## src/hw/rtl/lsch_pkg.sv

```systemverilog
package lsch_pkg;

    // Field widths fixed by the word format
    localparam int unsigned TICKET_W = 8;
    localparam int unsigned SLICE_W  = 8;
    localparam int unsigned RAND_W   = 16;
    localparam int unsigned SLOT_W   = 2;

    // Item kinds carried on the mode field
    localparam logic MODE_LOAD = 1'b0;
    localparam logic MODE_DRAW = 1'b1;

    // Sequencer states
    typedef enum logic [2:0] {
        S_IDLE,
        S_LOAD,
        S_DIV,
        S_SCAN,
        S_GRANT,
        S_DONE
    } t_state;

endpackage

```

## src/hw/rtl/lsch_mod.sv

```systemverilog
// Restoring remainder unit: one quotient bit per cycle.
module lsch_mod #(
    parameter int unsigned DW = 16,
    parameter int unsigned VW = 10
) (
    input  logic          i_clk,
    input  logic          i_rst_n,
    input  logic          i_start,
    input  logic [DW-1:0] i_dividend,
    input  logic [VW-1:0] i_divisor,
    output logic          o_done,
    output logic [VW-1:0] o_rem
);

    localparam int unsigned CW = $clog2(DW + 1);

    logic [DW-1:0] r_dvd;
    logic [VW-1:0] r_div;
    logic [VW-1:0] r_rem;
    logic [CW-1:0] r_cnt;
    logic          r_busy;
    logic          r_done;

    logic [VW:0]   trial;
    logic          fits;

    // One trial subtract per step
    always_comb begin
        trial = {r_rem, r_dvd[DW-1]};
        fits  = (trial >= {1'b0, r_div});
    end

    always_ff @(posedge i_clk) begin
        if (!i_rst_n) begin
            r_busy <= 1'b0;
            r_done <= 1'b0;
            r_cnt  <= '0;
        end else begin
            r_done <= 1'b0;
            if (i_start) begin
                r_busy <= 1'b1;
                r_cnt  <= CW'(DW);
            end else if (r_busy) begin
                r_cnt <= r_cnt - 1'b1;
                if (r_cnt == CW'(1)) begin
                    r_busy <= 1'b0;
                    r_done <= 1'b1;
                end
            end
        end
    end

    // Datapath, no reset needed
    always_ff @(posedge i_clk) begin
        if (i_start) begin
            r_dvd <= i_dividend;
            r_div <= i_divisor;
            r_rem <= '0;
        end else if (r_busy) begin
            r_dvd <= {r_dvd[DW-2:0], 1'b0};
            if (fits) begin
                r_rem <= VW'(trial - {1'b0, r_div});
            end else begin
                r_rem <= trial[VW-1:0];
            end
        end
    end

    assign o_done = r_done;
    assign o_rem  = r_rem;

endmodule

```

## src/hw/rtl/lottery_scheduler.sv

```systemverilog
// Channel   | Valid    | Ready    | Payload
// ----------+----------+----------+-------------------------------------------------
// in word   | i_valid  | o_ready  | i_mode i_slot i_ticket_count i_slice_count
//           |          |          | i_random_value
// out word  | o_valid  | i_ready  | o_winner o_granted o_winner_finished o_all_done
//           |          |          | o_empty_error
//
// A load passes through S_LOAD and S_DONE. A draw runs the remainder unit
// (one bit of random_value per cycle), scans the slots in order up to the
// winner and passes through S_GRANT and S_DONE; a draw on an empty total
// goes straight to S_DONE. One word is in work at a time.
// Reset (i_rst_n low, synchronous) clears all slots and the total.
// A waiting result holds only the completion of the next word, not its accept.
module lottery_scheduler #(
    parameter int unsigned JOB_SLOTS = 4
) (
    input  logic                         i_clk,
    input  logic                         i_rst_n,
    input  logic                         i_valid,
    output logic                         o_ready,
    input  logic                         i_mode,
    input  logic [lsch_pkg::SLOT_W-1:0]  i_slot,
    input  logic [lsch_pkg::TICKET_W-1:0] i_ticket_count,
    input  logic [lsch_pkg::SLICE_W-1:0] i_slice_count,
    input  logic [lsch_pkg::RAND_W-1:0]  i_random_value,
    output logic                         o_valid,
    input  logic                         i_ready,
    output logic [lsch_pkg::SLOT_W-1:0]  o_winner,
    output logic                         o_granted,
    output logic                         o_winner_finished,
    output logic                         o_all_done,
    output logic                         o_empty_error
);

    localparam int unsigned SW = (JOB_SLOTS > 1) ? $clog2(JOB_SLOTS) : 1;
    localparam int unsigned TW = $clog2(JOB_SLOTS * 255 + 1);
    localparam int unsigned TKW = lsch_pkg::TICKET_W;
    localparam int unsigned SLW = lsch_pkg::SLICE_W;

    lsch_pkg::t_state r_state, n_state;

    // Slot storage and running total
    logic [TKW-1:0] r_tix [JOB_SLOTS];
    logic [SLW-1:0] r_rem [JOB_SLOTS];
    logic [TW-1:0]  r_total;

    // Captured word
    logic           r_in_range;
    logic [SW-1:0]  r_slot;
    logic [TKW-1:0] r_new_tix;
    logic [SLW-1:0] r_new_slc;

    // Draw working registers
    logic [TW-1:0]  r_drawn;
    logic [TW-1:0]  r_run;
    logic [SW-1:0]  r_idx;

    // Pending result
    logic [SW-1:0]  r_res_winner;
    logic           r_res_granted;
    logic           r_res_fin;
    logic           r_res_err;

    logic           accept;
    logic           xfer;
    logic           div_start;
    logic           div_done;
    logic [TW-1:0]  div_rem;

    logic [TKW-1:0] cur_tix;
    logic [SLW-1:0] cur_rem;
    logic           cur_active;
    logic [TW-1:0]  run_next;
    logic           hit;
    logic           last_idx;

    logic [TW-1:0]  old_contrib;
    logic [TW-1:0]  new_contrib;
    logic [SLW-1:0] win_rem_next;

    // Handshake and control
    always_comb begin
        o_ready   = (r_state == lsch_pkg::S_IDLE);
        accept    = i_valid && o_ready;
        xfer      = (r_state == lsch_pkg::S_DONE) && (!o_valid || i_ready);
        div_start = accept && (i_mode == lsch_pkg::MODE_DRAW) && (r_total != '0);
    end

    lsch_mod #(
        .DW (lsch_pkg::RAND_W),
        .VW (TW)
    ) u_mod (
        .i_clk      (i_clk),
        .i_rst_n    (i_rst_n),
        .i_start    (div_start),
        .i_dividend (i_random_value),
        .i_divisor  (r_total),
        .o_done     (div_done),
        .o_rem      (div_rem)
    );

    // Scan step: one slot per cycle
    always_comb begin
        cur_tix    = r_tix[r_idx];
        cur_rem    = r_rem[r_idx];
        cur_active = (cur_rem != '0);
        run_next   = cur_active ? (r_run + TW'(cur_tix)) : r_run;
        hit        = cur_active && (r_drawn < run_next);
        last_idx   = (r_idx == SW'(JOB_SLOTS - 1));
    end

    // Load: swap the slot's old share of the total for the new one
    always_comb begin
        old_contrib  = (r_rem[r_slot] != '0) ? TW'(r_tix[r_slot]) : '0;
        new_contrib  = (r_new_slc != '0) ? TW'(r_new_tix) : '0;
        win_rem_next = r_rem[r_res_winner] - 1'b1;
    end

    // Next state
    always_comb begin
        n_state = r_state;
        unique case (r_state)
            lsch_pkg::S_IDLE: begin
                if (accept) begin
                    if (i_mode == lsch_pkg::MODE_LOAD) begin
                        n_state = lsch_pkg::S_LOAD;
                    end else if (r_total == '0) begin
                        n_state = lsch_pkg::S_DONE;
                    end else begin
                        n_state = lsch_pkg::S_DIV;
                    end
                end
            end
            lsch_pkg::S_LOAD:  n_state = lsch_pkg::S_DONE;
            lsch_pkg::S_DIV: begin
                if (div_done) begin
                    n_state = lsch_pkg::S_SCAN;
                end
            end
            lsch_pkg::S_SCAN: begin
                if (hit) begin
                    n_state = lsch_pkg::S_GRANT;
                end else if (last_idx) begin
                    n_state = lsch_pkg::S_DONE;
                end
            end
            lsch_pkg::S_GRANT: n_state = lsch_pkg::S_DONE;
            lsch_pkg::S_DONE: begin
                if (xfer) begin
                    n_state = lsch_pkg::S_IDLE;
                end
            end
            default: n_state = lsch_pkg::S_IDLE;
        endcase
    end

    always_ff @(posedge i_clk) begin
        if (!i_rst_n) begin
            r_state <= lsch_pkg::S_IDLE;
        end else begin
            r_state <= n_state;
        end
    end

    // Slot state and total
    always_ff @(posedge i_clk) begin
        if (!i_rst_n) begin
            for (int i = 0; i < JOB_SLOTS; i++) begin
                r_tix[i] <= '0;
                r_rem[i] <= '0;
            end
            r_total <= '0;
        end else if (r_state == lsch_pkg::S_LOAD) begin
            if (r_in_range) begin
                r_tix[r_slot] <= r_new_tix;
                r_rem[r_slot] <= r_new_slc;
                r_total       <= r_total - old_contrib + new_contrib;
            end
        end else if (r_state == lsch_pkg::S_GRANT) begin
            r_rem[r_res_winner] <= win_rem_next;
            if (win_rem_next == '0) begin
                r_total <= r_total - TW'(r_tix[r_res_winner]);
            end
        end
    end

    // Word capture, draw working set and pending result
    always_ff @(posedge i_clk) begin
        if (accept) begin
            r_in_range    <= (32'(i_slot) < JOB_SLOTS);
            r_slot        <= SW'(i_slot);
            r_new_tix     <= i_ticket_count;
            r_new_slc     <= i_slice_count;
            r_res_winner  <= '0;
            r_res_granted <= 1'b0;
            r_res_fin     <= 1'b0;
            r_res_err     <= (i_mode == lsch_pkg::MODE_DRAW) && (r_total == '0);
        end
        if (div_done) begin
            r_drawn <= div_rem;
            r_run   <= '0;
            r_idx   <= '0;
        end else if (r_state == lsch_pkg::S_SCAN) begin
            r_run <= run_next;
            if (hit) begin
                r_res_winner  <= r_idx;
                r_res_granted <= 1'b1;
            end else if (!last_idx) begin
                r_idx <= r_idx + 1'b1;
            end
        end
        if (r_state == lsch_pkg::S_GRANT) begin
            r_res_fin <= (win_rem_next == '0);
        end
    end

    // Output register
    always_ff @(posedge i_clk) begin
        if (!i_rst_n) begin
            o_valid <= 1'b0;
        end else if (xfer) begin
            o_valid <= 1'b1;
        end else if (i_ready) begin
            o_valid <= 1'b0;
        end
    end

    always_ff @(posedge i_clk) begin
        if (xfer) begin
            o_winner          <= lsch_pkg::SLOT_W'(r_res_winner);
            o_granted         <= r_res_granted;
            o_winner_finished <= r_res_fin;
            o_all_done        <= (r_total == '0);
            o_empty_error     <= r_res_err;
        end
    end

endmodule
```

## config.mk

```make
export PLATFORM = sky130hd
export DESIGN_NAME = lottery_scheduler
export DESIGN_NICKNAME = d
export VERILOG_FILES = /design/src/hw/rtl/lsch_pkg.sv /design/src/hw/rtl/lsch_mod.sv /design/src/hw/rtl/lottery_scheduler.sv
export SDC_FILE = /design/constraint.sdc
export NUM_CORES = 1
export LEC_CHECK = 0
export BUFFER_PORTS_ARGS = -buffer_cell sky130_fd_sc_hd__buf_2
export CORE_ASPECT_RATIO = 1.25
export CORE_MARGIN = 2
export CORE_UTILIZATION = 57
export CTS_BUF_LIST = sky130_fd_sc_hd__clkbuf_16
export CTS_CLUSTER_SIZE = 14
export DETAILED_ROUTE_END_ITERATION = 16
export GPL_ROUTABILITY_DRIVEN = 0
export MAX_ROUTING_LAYER = met4
export PLACE_DENSITY = 0.77
export REMOVE_ABC_BUFFERS = 1
export SLEW_MARGIN = 20
export SYNTH_ARGS = -nofsm -noshare
export SYNTH_HDL_FRONTEND = slang
export SYNTH_SLANG_ARGS = --single-unit
```

## constraint.sdc

```tcl
create_clock -name i_clk -period 6.2 [get_ports i_clk]
set_input_delay 0.93 -clock i_clk [delete_from_list [all_inputs] [get_ports i_clk]]
set_output_delay 0.93 -clock i_clk [all_outputs]
set_load 0.01 [all_outputs]
```

==> results_dict.tcl, run 1 <==
set metrics [dict create \
    core_um2 17300 \
    cts_sinks 176 \
    synth_compound_area_share_pct 10.4 \
    fp-row-count 54 \
    dominantRegCellSynth "edfxtp_1" \
    async_reset_ff_share_pct 0 \
    synth_top_family_by_area "simple AND/OR/NAND/NOR gates" \
    fillCellCount 1400 \
    synthMuxAreaShare_pct 9.77 \
    cp_data_arrival_time_ns 5.37 \
    yosys.area_share.adder_pct 8.61 \
    avgSynthCellArea_um2 10.8 \
    fin_crit_ns 5.03 \
    grt_pass1_wl_um 36600 \
    cts_tree "built" \
    grt_max_degree 31 \
    status "finished, final reports clean" \
    finalCritPeriodShare_pct 81.2 \
    syn_inst 922 \
    holdBufCountCts 0 \
    finalClockSkew_ns 0.00842 \
    ys_seq_area_share_pct 48.0 \
    synth_edf_count 126 \
    synth_xor_area_share_pct 2.63 \
    drc_errors 0 \
    slew_headroom_pct 25.7 \
    cts_setup_buffers 0 \
    htree_num_levels 4 \
    power.total_mw 5.52 \
    drt_iter0_markers 626 \
    max_freq_mhz 199 \
    vdd_drop_max_v 0.000299 \
    worst_slew_pin_slew_ns 1.11 \
    wirelength_um 22500 \
    die_h_um 152 \
    r2r_cells 15 \
    avgRoutedWirePerCell_um 18.7 \
    place_hpwl_um 16400 \
    cp-endpoint "r_state[0]$_SDFFE_PN0P_" \
    yosysMostFrequentCell "edfxtp_1" \
    rrSetupSlack_ns 1.17 \
    end_kind "register" \
    critPathLaunchType "register" \
    worstReg2RegEnd "r_state[0]$_SDFFE_PN0P_" \
    rsz0062_at_grt "false" \
    ios 47 \
    insertion_delay_ns 0.44 \
    clk_pin_slew_worst_paths_ns 0.07 \
    ys_top_cells_by_count "edfxtp_1, nand2_1, nor2_1" \
    synth.top_cell.area_share_pct 37.9 \
    io_buffers 46 \
    antenna_found_initial 0 \
    maxSlewViolCount 0 \
    drive_gt1_share_pct 13.2 \
    yosys_warnings 0 \
    cts_resized 0 \
    hold_viol_final 0 \
    layout.nets 1066 \
    ys_top_cells_by_area "edfxtp_1, dfxtp_1, ha_1" \
    required_ns 6.54 \
    vias 7267 \
    p_leak_nw 4.37 \
    areaGrowthSynthToFinish_pct 10.2 \
    finalSetupTns_ns 0 \
    drtPass1Iterations 5 \
    hp-class "reg -> reg" \
    antenna_cells 0 \
    setup_viol 0 \
    grtUsageTotal_pct 26.3 \
    drtAntennaViolNets 0 \
    numCtsBuffers 17 \
    yosys.area.top_type "edfxtp_1" \
    powerDensity_nw_per_um2 502 \
    ys_types 71 \
    cts-root-buf "clkbuf_16" \
    initial_core_util_pct 57.7 \
    mappedNetlistArea_um2 9970 \
    grt-ovfl-total 0 \
    max_cap_viol_count 0 \
    ys_ff_latch 176 \
    via_per_inst 6.05 \
    cp_max_fo 13 \
    crit_type "reg -> reg" \
    cts-root-to-sink-buffers 2 \
    die_x_um 122 \
    synth-simple-area-share_pct 16.7 \
    grt_pass1_vias 7280 \
    die_area_um2 18600 \
]
cell type report:
cell class                      count  area (um^2)  area share (%)
Clock inverter                     15          143            1.30
Tap cell                          224          280            2.55
Clock buffer                       17          425            3.87
Multi-Input combinational cell    644         4800            43.7
Sequential cell                   176         4780            43.5
Timing Repair Buffer               54          290            2.64
Inverter                           72          270            2.46
metrics by stage:
stage | setup slack [ns] | cell area, um^2 | utilization, % | instances | hold WS [ns]
global route | 0.661 | 11000 | 63.6 | 1202 | 0.441
CTS | 1.22 | 11000 | 63.6 | 1202 | 0.422
finish | 1.17 | 11000 | 63.6 | 1202 | 0.420
global placement | 1.34 | 10400 | 60.3 | 1170 | 0.402
floorplan | 1.75 | 9850 | - | 892 | 0.400
detailed placement | 1.28 | 10400 | 60.3 | 1170 | 0.405
how the worst min path moves through the flow:
stage / from / end / cells after the start
after floorplan: r_res_err$_DFFE_PP_ / o_empty_error$_DFFE_PP_ / 0
after global placement: r_res_fin$_SDFFCE_PN0P_ / o_winner_finished$_DFFE_PP_ / 0
after detailed placement: r_res_err$_DFFE_PP_ / o_empty_error$_DFFE_PP_ / 0
after CTS: r_res_err$_DFFE_PP_ / o_empty_error$_DFFE_PP_ / 0
after global routing: r_res_err$_DFFE_PP_ / o_empty_error$_DFFE_PP_ / 0
final: r_res_err$_DFFE_PP_ / o_empty_error$_DFFE_PP_ / 0
cell families (layout without fill, tap and decap cells):
logic type	Yosys count	count (layout)
XOR/XNOR	30	30
flip-flops	176	176
buffers and inverters	102	158
AND/OR/NAND/NOR	335	335
multiplexers	55	55
adder cells (fa/ha/maj)	62	62
AO/OA/AOI/OAI	162	162
sequential cells by signal, summed over array words and instances (netlist names), 2 cells and up, named ones only:
signal and flops:
r_rem 32, o_winner 2, r_tix 32, u_mod.r_cnt 5, r_res_winner 2, u_mod.r_dvd 16, r_idx 2, r_total 10
r_drawn 10, r_run 10, r_new_tix 8, r_state 3, u_mod.r_div 10, u_mod.o_rem 10, r_new_slc 8, r_slot 2
worst max-delay path, cell delays in order (launching register included):
cell	delay (ns)
dfxtp_1	0.74
mux4_2	0.62
ha_1	0.29
a21o_1	0.10
a21oi_1	0.10
o21ai_0	0.18
o211ai_1	0.16
a2111oi_0	0.81
xnor2_1	0.15
ha_1	0.34
nand4_1	0.14
nor4_1	0.46
nand2_1	0.14
nor3_1	0.34
nor3_1	0.11
a221oi_1	0.24
report_power, final:
| part | total (mW) | switching [mW] | internal (mW) |
|---|---|---|---|
| clock | 1.04 | 0.503 | 0.534 |
| sequential | 1.94 | 0.307 | 1.63 |
| combinational | 2.54 | 1.43 | 1.12 |
| total | 5.52 | 2.23 | 3.28 |
per-layer routing:
metal  wire length, um  track usage, %  vias up
li1                  -               -     3452
met1              9000            30.6     3484
met2             11500            43.8      264
met3              1160            4.62       67
met5                 0               -        -
met4               860            12.6        0
placed cells by master (no fill, tap or decap), types with 11 or more instances in the layout:
cell type and n:
buf_2 46, mux2i_1 19, o21ai_0 36, nand2_1 96, a21oi_1 48, and2_1 26, clkbuf_16 17, edfxtp_1 126
inv_1 70, nor2_1 90, ha_1 51, fa_1 11, nor2b_1 19, a211oi_1 12, dfxtp_1 50, o21a_1 12
xnor2_1 26, mux4_2 27, nor3_1 22, and3_1 11
(Power assumes the default switching activity.)
==> run 2: changes to the inputs <==
- ABC_AREA: not set -> 1
- clock period: 6.2 -> 4.7 ns (I/O delays scaled with it)
==> run 2 against run 1 <==
Effect of this change:
- clock-buffer cell count stayed put
- design area is 0.88% higher
- hold slack better by 0.0012 ns
- wire length is 2.1% higher
- critical endpoint unchanged
- largest cell class is now sequential cells
- largest power group unchanged
- highest routed layer unchanged
==> results_dict.tcl, run 2 <==
set metrics [dict create \
    fp-row-count 54 \
    grt_max_degree 29 \
    io_buffers 46 \
    fin_crit_ns 4.04 \
    antenna_cells 0 \
    grt_pass1_vias 7725 \
    ys_types 51 \
    grt_pass1_wl_um 37700 \
    regArea_um2 4780 \
    cp_data_arrival_time_ns 4.38 \
    ys_ff_latch 176 \
    drtPass1Iterations 6 \
    grtUsageTotal_pct 26.6 \
    fillCellCount 1491 \
    drc_errors 0 \
    cp_max_fo 10 \
    wirelength_um 23000 \
    stdcell_count 1500 \
    yosys.area.top_type "edfxtp_1" \
    rsz0062_at_grt "false" \
    ys_top_cells_by_area "edfxtp_1, dfxtp_1, nand2_1" \
    cts_tree "built" \
    setup_viol 0 \
    final_util_pct 63.6 \
    initial_core_util_pct 58.2 \
    drt_iter0_markers 642 \
    cts-root-to-sink-buffers 2 \
    holdBufCountCts 0 \
    avgRoutedWirePerCell_um 15.3 \
    slew_headroom_pct 40.3 \
    layout.nets 1364 \
    core_um2 17400 \
    path_buf_inv 2 \
    worst_slew_pin_slew_ns 0.894 \
    max_stage_delay_ns 0.50 \
    end_kind "register" \
    place_hpwl_um 17300 \
    required_ns 5.04 \
    critPathLaunchType "register" \
    dp.cells 1468 \
    max_cap_viol_count 0 \
    async_reset_ff_share_pct 0 \
    die_area_um2 18900 \
    dominantRegCellSynth "edfxtp_1" \
    insertion_delay_ns 0.44 \
    dp_worst_setup_slack_ns 0.728 \
    powerDensity_nw_per_um2 769 \
    p_leak_nw 4.91 \
    synth.top_cell.area_share_pct 37.3 \
    finalClockSkew_ns 0.0114 \
    grt-ovfl-total 0 \
    vdd_drop_max_v 0.000366 \
    yosys_warnings 0 \
    hp-class "reg -> reg" \
    cts_setup_buffers 0 \
    setup_ws_ns 0.662 \
    layout_commonest_cell "nand2_1" \
    status "finished, final reports clean" \
    crit_top_cell "nand2_1" \
    drtAntennaViolNets 0 \
    numCtsBuffers 17 \
    cts_resized 0 \
    max_freq_mhz 248 \
    reg_top3 "r_rem x32, r_tix x32, u_mod.r_dvd x16" \
    fin_area_um2 11100 \
    die_h_um 153 \
    yosysMostFrequentCell "nand2_1" \
    hold_viol_final 0 \
    syn_inst 1220 \
    finalCritPeriodShare_pct 85.9 \
    cts-root-buf "clkbuf_16" \
    ios 47 \
    ys_top_cells_by_count "nand2_1, nor2_1, inv_1" \
    dpl-instance-area_um2 10600 \
    areaGrowthSynthToFinish_pct 9.30 \
    avgSynthCellArea_um2 8.32 \
    maxSlewViolCount 0 \
    crit_slowest_cell "dfxtp_1" \
    drive_gt1_share_pct 10.1 \
    mostFrequentLayoutCells "nand2_1, nor2_1, inv_1, edfxtp_1, o21ai_0" \
    die_x_um 123 \
    antenna_found_initial 0 \
    cts_sinks 176 \
    finalSetupTns_ns 0 \
    clk_pin_slew_worst_paths_ns 0.07 \
    crit_type "reg -> reg" \
    multi_input_area_um2 4550 \
    vias 8196 \
    synth_edf_count 126 \
    mappedNetlistArea_um2 10100 \
    ys_seq_area_share_pct 47.2 \
    via_per_inst 5.46 \
    cp_top_family "simple AND/OR/NAND/NOR gates" \
    htree_num_levels 4 \
]
==> run 2: logic make-up (layout without fill, tap and decap cells) <==
logic type | after synthesis | count (layout) | share of synthesized area, %
AND/OR/NAND/NOR | 526 | 526 | 21.7
AO/OA/AOI/OAI | 234 | 234 | 12.7
buffers and inverters | 201 | 257 | 8.08
flip-flops | 176 | 176 | 47.2
adder cells (fa/ha/maj) | 62 | 62 | 8.46
XOR/XNOR | 21 | 21 | 1.89
==> run 2: layout make-up <==
type / count / area share (%)
tap: 224 / 2.53
timing repair buffer: 54 / 2.62
clock inverter: 15 / 1.02
multi-input combinational: 843 / 41.0
clock buffer: 17 / 3.84
inverter: 171 / 5.86
sequential: 176 / 43.1
==> run 2: path summary, 6_finish.rpt <==
check	start	endpoint	slack, ns	depth (start not counted)
max	register	r_state[0]$_SDFFE_PN0P_	0.66	26
min	r_res_err$_DFFE_PP_	o_empty_error$_DFFE_PP_	0.42	0
max reg2reg	register	r_state[0]$_SDFFE_PN0P_	0.66	26
min reg2reg	r_res_err$_DFFE_PP_	o_empty_error$_DFFE_PP_	0.42	0
==> run 2: per-layer routing <==
layer	track usage [%]	routed length, um	share of wire, %
met2	43.0	11200	49
met5	-	0	0
met3	4.44	1420	6.2
met1	33.5	9740	42
met4	9.63	670	2.9
==> run 2: metrics by stage <==
stage | hold WS [ns] | power, mW
floorplan | 0.400 | 6.07
finish | 0.421 | 8.53
global placement | 0.405 | 7.07
global route | 0.425 | 9.39
detailed placement | 0.408 | 7.18
CTS | 0.425 | 8.52
==> run 2: power by group <==
| group | internal (mW) | switching [mW] |
|---|---|---|
| registers | 2.19 | 0.347 |
| clock network | 0.685 | 0.632 |
| logic | 1.70 | 2.97 |
| total | 4.58 | 3.95 |
==> run 3: changes to the inputs <==
- REMOVE_ABC_BUFFERS: 1 -> not set
==> run 3 against run 2 <==
Effect of this change:
- cell count increased by 0.13%
- sequential power about the same
- hold slack improved by 0.0076 ns
- highest routed layer unchanged
- clock power increased by 12%
- sequential share of layout area decreased by 0.31 points
- die area unchanged
- combinational power increased by 3%
- non-clock buffer count increased by 2
- critical path type unchanged
- worst setup slack got worse by 0.14 ns
==> results_dict.tcl, run 3 (synthesis gave the netlist of run 2 again) <==
set metrics [dict create \
    wirelength_um 24900 \
    cp-endpoint "r_state[0]$_SDFFE_PN0P_" \
    cp_data_arrival_time_ns 4.51 \
    drtAntennaViolNets 0 \
    max_cap_viol_count 0 \
    crit_slowest_cell "fa_1" \
    finalSetupTns_ns 0 \
    avgRoutedWirePerCell_um 16.6 \
    r2r_cells 26 \
    ios 47 \
    drive_gt1_share_pct 10.5 \
    clk_pin_slew_worst_paths_ns 0.07 \
    cts_tree "built" \
    drc_errors 0 \
    layout.nets 1366 \
    rsz0062_at_grt "false" \
    fillCellCount 1481 \
    maxSlewViolCount 0 \
    cp_top_family "simple AND/OR/NAND/NOR gates" \
    holdBufCountCts 0 \
    worstReg2RegEnd "r_state[0]$_SDFFE_PN0P_" \
    slew_headroom_pct 32.2 \
    drt_iter0_markers 877 \
    mostFrequentLayoutCells "nand2_1, nor2_1, inv_1, edfxtp_1, o21ai_0" \
    layout_commonest_cell "nand2_1" \
    initial_core_util_pct 58.2 \
    vias 8437 \
    hold_viol_final 0 \
    status "finished, final reports clean" \
    crit_type "reg -> reg" \
    max_stage_delay_ns 0.41 \
    via_per_inst 5.62 \
    place_hpwl_um 18500 \
    insertion_delay_ns 0.44 \
    vdd_drop_max_v 0.000395 \
    cp_max_fo 9 \
    setup_ws_ns 0.522 \
    grt-ovfl-total 0 \
    hp-start "r_res_err$_DFFE_PP_" \
    regArea_um2 4790 \
    numCtsBuffers 17 \
    grt_pass1_vias 8043 \
    worst_slew_pin_slew_ns 1.01 \
    p_leak_nw 4.95 \
    synth_fp_nets 1321 \
    setup_viol 0 \
    cts-root-buf "clkbuf_16" \
    critPathLaunchType "register" \
    cts-root-to-sink-buffers 2 \
    antenna_cells 0 \
    htree_num_levels 4 \
    powerDensity_nw_per_um2 788 \
    die_h_um 153 \
    max_freq_mhz 239 \
    core_um2 17400 \
    rrSetupSlack_ns 0.52 \
    hp-class "reg -> reg" \
    crit_top_cell "nand2_1" \
    fin_crit_ns 4.18 \
    grt_max_degree 29 \
    cts_sinks 176 \
    antenna_found_initial 0 \
    io_buffers 46 \
    path_buf_inv 2 \
    drtPass1Iterations 6 \
    fp-row-count 54 \
    finalClockSkew_ns 0.0119 \
    end_kind "register" \
    path_depth 26 \
    multi_input_area_um2 4540 \
    required_ns 5.03 \
    reg_top3 "r_rem x32, r_tix x32, u_mod.r_dvd x16" \
    areaGrowthSynthToFinish_pct 10.1 \
    die_area_um2 18900 \
    grt_pass1_wl_um 39500 \
    dp_worst_setup_slack_ns 0.637 \
    grtUsageTotal_pct 28.2 \
    die_x_um 123 \
    finalCritPeriodShare_pct 88.9 \
]
## run 3: cell types whose count changed in the layout (fill, tap and decap cells not counted), moves of 2 or more
cell       previous run  this run
buf_4                 8        10
bufinv_16             0         3
clkinv_2              1         3
inv_1               161       158
## run 3: how the worst min path moves through the flow
stage / slack, ns / end / depth (start not counted)
floorplan: 0.40 / o_empty_error$_DFFE_PP_ / 0
global placement: 0.41 / o_empty_error$_DFFE_PP_ / 0
detailed placement: 0.41 / o_empty_error$_DFFE_PP_ / 0
CTS: 0.43 / r_new_slc[7]$_DFFE_PP_ / 1
global route: 0.42 / r_new_slc[1]$_DFFE_PP_ / 1
finish: 0.43 / o_empty_error$_DFFE_PP_ / 0
## run 3: cell type report
cell class                      instances  area share [%]
Multi-Input combinational cell        843            40.6
Clock buffer                           17            3.81
Clock inverter                         15            1.62
Tap cell                              224            2.51
Sequential cell                       176            42.8
Inverter                              171            5.85
Timing Repair Buffer                   56            2.73
## run 3: timing repair
| action | in CTS | in global routing |
|---|---|---|
| gates resized for setup | 0 | 2 |
| setup buffers | 0 | 2 |
| setup endpoints to repair | 0 | 1 |
## run 3: report_power, final
part	leakage, nW	total [mW]	switching (mW)	internal, mW
registers	1.66	2.55	0.352	2.19
logic	2.98	4.79	3.07	1.72
clock network	0.311	1.48	0.630	0.847
## run 3: metal layers
layer / up-vias / part of all wire, % / GRT usage (%)
met2: 355 / 50 / 46.0
met5: - / 0 / -
met3: 94 / 6.1 / 5.30
met1: 3874 / 39 / 32.3
met4: 0 / 5.5 / 15.2
li1: 4114 / - / -
## run 3: metrics by stage
step / area (um^2) / power (mW) / utilization [%] / instances / hold WS (ns)
finish: 11200 / 8.81 / 64.1 / 1502 / 0.429
CTS: 11200 / 8.75 / 64.0 / 1500 / 0.428
floorplan: 10100 / 6.16 / - / 1220 / 0.400
detailed placement: 10500 / 7.21 / 60.5 / 1468 / 0.412
global route: 11200 / 9.57 / 64.1 / 1502 / 0.424
global placement: 10500 / 7.09 / 60.5 / 1468 / 0.408
